[src/rtl/core/ctsb_ram.sv]
// ----------------------------------------------------------------------------
// ctsb_ram
// generic simple dual port ram, one write port, one registered read port
// ----------------------------------------------------------------------------
module ctsb_ram #(
    parameter int WIDTH = 8,
    parameter int DEPTH = 16
) (
    input  logic                     i_clk,
    input  logic                     i_we,
    input  logic [$clog2(DEPTH)-1:0] i_waddr,
    input  logic [WIDTH-1:0]         i_wdata,
    input  logic                     i_re,
    input  logic [$clog2(DEPTH)-1:0] i_raddr,
    output logic [WIDTH-1:0]         o_rdata
);

    logic [WIDTH-1:0] r_mem [DEPTH];
    logic [WIDTH-1:0] r_rdata;

    always_ff @(posedge i_clk) begin
        if (i_we) begin
            r_mem[i_waddr] <= i_wdata;
        end
        if (i_re) begin
            r_rdata <= r_mem[i_raddr];
        end
    end

    assign o_rdata = r_rdata;

endmodule

[config.mk]
export PLATFORM = sky130hd
export DESIGN_NAME = ctsb_ram
export DESIGN_NICKNAME = d
export VERILOG_FILES = /design/src/rtl/core/ctsb_ram.sv
export SDC_FILE = /design/constraint.sdc
export NUM_CORES = 1
export LEC_CHECK = 0
export ABC_AREA = 1
export BUFFER_PORTS_ARGS = -buffer_cell sky130_fd_sc_hd__buf_2
export CORE_MARGIN = 3
export CORE_UTILIZATION = 52
export CTS_CLUSTER_DIAMETER = 200
export DETAILED_ROUTE_END_ITERATION = 10
export GPL_TIMING_DRIVEN = 0
export MAX_ROUTING_LAYER = met4
export PLACE_DENSITY = 0.83
export SETUP_SLACK_MARGIN = 0.3
export SYNTH_ARGS = -nofsm -noshare
export SYNTH_HDL_FRONTEND = slang
export SYNTH_SLANG_ARGS = --single-unit
[constraint.sdc]
create_clock -name i_clk -period 1 [get_ports i_clk]
set_input_delay 0 -clock i_clk [delete_from_list [all_inputs] [get_ports i_clk]]
set_output_delay 0 -clock i_clk [all_outputs]
set_load 0.005 [all_outputs]
* Word-level counts from Yosys, hierarchy flattened
Memories as Yosys holds them, arrays and structs flattened. A register that Yosys moved wholly into a read port is not among the register bits.
Index checks and enable logic that the tools add are counted.
** Word-level totals
- Bits in registers :: 0
- Memory bits (writable) :: 128
- Input port bits :: 19
- Output and inout port bits :: 8
- Word-level logic and storage cells :: 3
- Memories :: 1
** Memory list
- r_mem :: depth 16, bits a word 8, rd ports 1, clocked after memory_dff 1, write ports 1, line 18 : logic [WIDTH-1:0] r_mem [DEPTH];
** Cells by class
- Multiplexer cells :: 2
** Operator list (number)
- 2-to-1 mux 1 bit :: 2

* Longest topological paths before layout
Gate-level depths: netlist of run 1.
- Depth after elaboration :: 2
- Depth in mapped cells :: 8
- Gate-level depth less buffers :: 7

* Worst setup path after synthesis of run 1
No wires, ideal clock.
- Path type :: input to register
- From :: in i_waddr[3]
- To :: mem r_mem[4][0], enable pin
- Setup time :: 370 ps
- Arrival time :: 581 ps
- Data required time :: 630 ps
- Setup slack :: 49 ps
- Stages on the path :: 2
- Buffers on the path :: 0
- Cells stage by stage :: nand3b_1 -> nor2_1
** RTL lines
- from (decl) :: line 11 : input logic [$clog2(DEPTH)-1:0] i_waddr,
- to (decl) :: line 18
No word-level cell before the write port.

==> results of run 1 <==
-- logic make-up (layout without fill, tap and decap cells) --
family	Yosys count	after routing	share of synthesized area, %
buffers and inverters	126	192	9.39
DFF	136	136	69.8
and+or+nand+nor	289	289	20.8
-- worst max-delay path: stages, from the launching register on --
cell and delay, ns:
edfxtp_1 0.39, inv_1 0.08, nand2_1 0.07, nand3_2 0.08, nand3_2 0.09, nand3_2 0.10
nand2_2 0.08
-- stage by stage --
stage               area [um^2]  util [%]  power (mW)  hold slack [ns]  TNS [ns]
CTS                        7070      64.7        13.3         0.000537    -0.797
finish                     7290      66.7        13.5           0.0116    -0.998
global route               7290      66.7        13.8           0.0168     -1.29
floorplan                  5990         -        7.06           0.0989         0
detailed placement         6280      57.5        7.42            0.350    -20.34
global placement           6280      57.5        7.38            0.329    -17.05
-- state kept, by name (all words and copies together), names as in the netlist --
signal,flops
o_rdata,8
r_mem,128
-- cell type report --
| type | instances | area, um^2 |
|---|---|---|
| buffer | 24 | 166 |
| fill | 744 | 3640 |
| multi-input combinational | 289 | 1630 |
| sequential | 136 | 4080 |
| timing repair buffer | 34 | 279 |
| inverter | 102 | 390 |
| clock inverter | 15 | 144 |
| clock buffer | 17 | 425 |
| tap | 140 | 175 |
-- worst max-delay path by stage --
stage | endpoint | slack (ns) | depth (start not counted)
2_1_floorplan | o_rdata[2] | 0.08 | 6
3_3_place_gp | r_mem[5][1] | -0.33 | 3
3_5_place_dp | r_mem[5][0] | -0.37 | 3
4_1_cts | o_rdata[2] | -0.11 | 6
5_1_grt | o_rdata[7] | -0.19 | 6
6_report | o_rdata[2] | -0.14 | 6
-- where the power goes --
group          total (mW)  internal [mW]  leakage [nW]  switching [mW]
clock network        6.00           3.46         0.273            2.54
registers            6.45           6.42          1.24          0.0321
logic                1.04          0.323          1.56           0.719
-- cells in the mapped netlist (all sizes together) --
cell type	number	area share (%)
buf	24	2.8
edfxtp	136	70
nor2	17	1.1
nand3	97	8.3
nand3b	2	0.26
inv	102	6.5
nand2	173	11
-- layer usage --
metal	up-vias	global-route usage, %
li1	1891	-
met3	70	4.58
met5	-	-
met2	374	38.2
met1	1999	31.6
met4	0	14.2
-- what timing repair did --
item / CTS / global route
endpoints found under the hold margin: 40 / 0
buffers inserted: 7 / 1
endpoints found under the setup margin: 80 / 48
pin swaps: 18 / 22
gates resized for setup: 21 / 54
cloned: 0 / 0
hold buffers: 3 / 0
==> metrics.cfg, run 1 <==
[outcome]
status = finished, violations left
violations = design-rule violations, negative setup slack

[worst_setup_path]
cp_max_fo = 1
crit_arrival_ns = 1.31
rr_endpoint = o_rdata[2]
crit_start = r_mem[4][2]
criticalPathCategory = flop to flop
rr_worst_depth = 6
end_kind = flop
reg2reg_slack_ns = -0.14
cp.required_ns = 1.17
cp-start-kind = flop
r2r-start = r_mem[4][2]

[die]
fp.dieH_um = 112
initial_core_util_pct = 53.5
die_w_um = 112
pin_count = 27
core_um2 = 10900
rows = 38
die_area_um2 = 12600

[detailed_routing]
initialDrtViolationCount = 613
drcViolationCount = 1
drtPass1Iterations = 9
top_layer = met4
wl_per_cell_um = 19.7
wl_met1_um = 5370
vias = 4334
met2_length_um = 6890
routed-wl-met3_um = 1830
drtAntennaViolNets = 0
drt-total-wl_um = 14900
vias_per_cell = 5.73

[global_routing]
grt_usage_pct = 24.9
antenna_found_initial = 0
grt_max_degree = 17
grt_pass1_wl_um = 22500
grt_pass1_vias = 4251
grt-ovfl-total = 0

[finish]
final_cells = 757
final_common_cell = nand2_1
layout_common_cells = 147 x nand2_1, 136 x edfxtp_1, 98 x inv_1
nets = 623
drive_gt1_share_pct = 27.9
area_growth_pct = 24.7
antennaDiodeCount = 0

[clocking]
clock_latency_ns = 0.42
h-tree-depth = 4
cts_tree = built
numCtsBuffers = 17
cts-root-buf = clkbuf_16
clock_path_buffers = 2
cts.sinks = 136
path_clk_slew_ns = 0.06

[sta]
setup_viol = 8
finalWorstSetupSlack_ns = -0.140
worst_pin_slew_ns = 0.606
maxSlewHeadroom_pct = 59.6
layout_min_cycle_time_ns = 1.14
hold_viol_final = 0
skew_ns = 0.00592
final.period_utilization_pct = 114
rsz0062_at_grt = yes
fmax_mhz = 877
slew_violations = 0

[synth]
yosysSeqAreaShare_pct = 69.8
synth_cell_types = 11
synthCells = 551
yosys_warnings = 0
syn_area_um2 = 5850
synth_seq_cells = 136
avgSynthCellArea_um2 = 10.6
synth_fp_nets = 570

[job]
maxCapViolations = 0

[worst_hold_path]
min-delay-start = i_wdata[5]
hold-path-endpoint = r_mem[6][5]
min_path_cells = 1
min_path_type = primary input to flop

[placed_design]
dp_hpwl_um = 9080
place_congestion = 0.987
place_ws_ns = -0.373
placement.io_buffers = 23
place_inst = 714

[power]
vdd_ir_drop_max_v = 0.00107
power_density_nw_per_um2 = 1850
p_leak_nw = 3.06

Note: power is estimated with default switching activity, not from simulation.
==> inputs of run 2 (changes only) <==
ABC_CLOCK_PERIOD_IN_PS = 1300   (was unset)
PLACE_DENSITY = 0.8   (was 0.83)
clock period = 1.3 ns   (was 1 ns; I/O delays follow)
==> run 2 against run 1 <==
- clock skew is 0.0013 ns higher
- combinational power is 33% lower
- critical path type unchanged
- hold slack worse by 0.0030 ns
- the flow now finishes without violations
- cell area decreased by 5.2%
==> metrics.cfg, run 2 (synthesis gave the netlist of run 1 again) <==
[power]
swShare_pct = 22.1
vdd_ir_drop_max_v = 0.000850
power_density_nw_per_um2 = 1470
internal_power_mw = 7.93
p_leak_nw = 2.96
p_switching_mw = 2.25
clkPwrFrac_pct = 44.4
power_frac_seq_pct = 48.8
finalPower_mw = 10.2
power_frac_comb_pct = 6.8

[worst_hold_path]
min_path_type = primary input to flop

[detailed_routing]
drtPass1Iterations = 5
initialDrtViolationCount = 518
vias = 4006
drtAntennaViolNets = 0
wl_per_cell_um = 18.7
vias_per_cell = 5.35
drcViolationCount = 0
drt-total-wl_um = 14000

[finish]
regMostFlops = r_mem
nets = 615
antennaDiodeCount = 0
final_common_cell = nand2_1
layout_common_cells = 158 x nand2_1, 136 x edfxtp_1, 99 x inv_1
drive_gt1_share_pct = 20.9
utilization_pct = 63.2
area_growth_pct = 18.2
largest_reg_flops = 128

[sta]
layout_min_cycle_time_ns = 1.14
worst_pin_slew_ns = 0.733
hold_viol_final = 0
slew_violations = 0
final.period_utilization_pct = 87.4
rsz0062_at_grt = yes
skew_ns = 0.00718
fmax_mhz = 880
maxSlewHeadroom_pct = 50.9
setup_viol = 0

[global_routing]
grt-ovfl-total = 0
grt_max_degree = 17
grt_pass1_wl_um = 21800
grt_pass1_vias = 3999
grt_usage_pct = 24.1
antenna_found_initial = 0

[clocking]
h-tree-depth = 4
numCtsBuffers = 17
cts-root-buf = clkbuf_16
clock_latency_ns = 0.41
post-cts-setup-buffer-count = 0
path_clk_slew_ns = 0.06
cts_tree = built
cts.sinks = 136
clock_path_buffers = 2

[placed_design]
dp_hpwl_um = 8990
place_congestion = 0.879
placement.io_buffers = 23

[worst_setup_path]
reg2reg_slack_ns = 0.16
cp.required_ns = 1.46
end_kind = flop
crit_arrival_ns = 1.29
criticalPathCategory = flop to flop
cp_max_fo = 1
cp-start-kind = flop

[die]
die_area_um2 = 12600
rows = 38
die_w_um = 112
pin_count = 27
core_um2 = 10900
initial_core_util_pct = 53.5
fp.dieH_um = 112

[job]
maxCapViolations = 0

[outcome]
status = finished, final reports clean

## run 2: cell types whose count changed in the layout (fill, tap and decap cells not counted), moves of 7 or more
cell     previous run  this run
nand2_1           147       158
nand2_2            22        15
nand3_1            58        74
nand3_2            38        23
nor2_2              0        12
nor2_4             17         0
## run 2: per-stage QoR
stage          TNS (ns)  instance area [um^2]  hold WS, ns  worst slack (ns)  cells
2_1_floorplan         0                  5850       0.0989             0.349    551
3_3_place_gp      -4.12                  6140        0.328           -0.0910    714
3_5_place_dp      -9.29                  6140        0.348            -0.192    714
4_1_cts               0                  6810      0.00850             0.183    749
5_1_grt               0                  6910       0.0196             0.134    749
6_report              0                  6910      0.00858             0.164    749
## run 2: path summary, 6_finish.rpt
check / cells past startpoint / end / from
worst max-delay path: 6 / o_rdata[1] / r_mem[15][1]
worst min-delay path: 1 / r_mem[15][2] / i_wdata[2]
worst min register to register: 6 / o_rdata[7] / r_mem[5][7]
worst max register to register: 6 / o_rdata[1] / r_mem[15][1]
## run 2: cell type report
cell class	instances	area (um^2)
tap	140	175
multi-input combinational	289	1400
clock buffer	17	425
fill	808	4020
inverter	102	383
clock inverter	15	136
buffer	24	166
timing repair buffer	26	145
sequential	136	4080
## run 2: routing by layer
layer	global-route usage, %	vias up	share of wire (%)
met5	-	-	0
met1	31.7	1800	39
met4	10.3	0	3.1
met3	4.74	41	11
met2	36.9	291	47
li1	-	1874	-
## run 2: power by group through the flow
stage,Combinational [mW],Clock [mW],Sequential [mW]
after floorplan,0.346,0,5.06
after global placement,0.597,0,5.05
after detailed placement,0.620,0,5.06
after CTS,0.655,4.54,4.97
after global routing,0.753,4.76,4.97
final,0.695,4.52,4.97
## run 2: worst max-delay path, stage by stage, from the launching register on
cell and delay [ns]:
edfxtp_1 0.38, inv_1 0.07, nand2_1 0.05, nand3_1 0.10, nand3_1 0.09, nand3_1 0.10
nand2_1 0.09
## run 2: what timing repair did
| action | 4_1_cts | 5_1_grt |
|---|---|---|
| pin swaps | 21 | 9 |
| hold buffers | 3 | 0 |
| resized for setup | 21 | 30 |
| endpoints found under the hold margin | 30 | 0 |
| setup endpoints to repair | 32 | 80 |
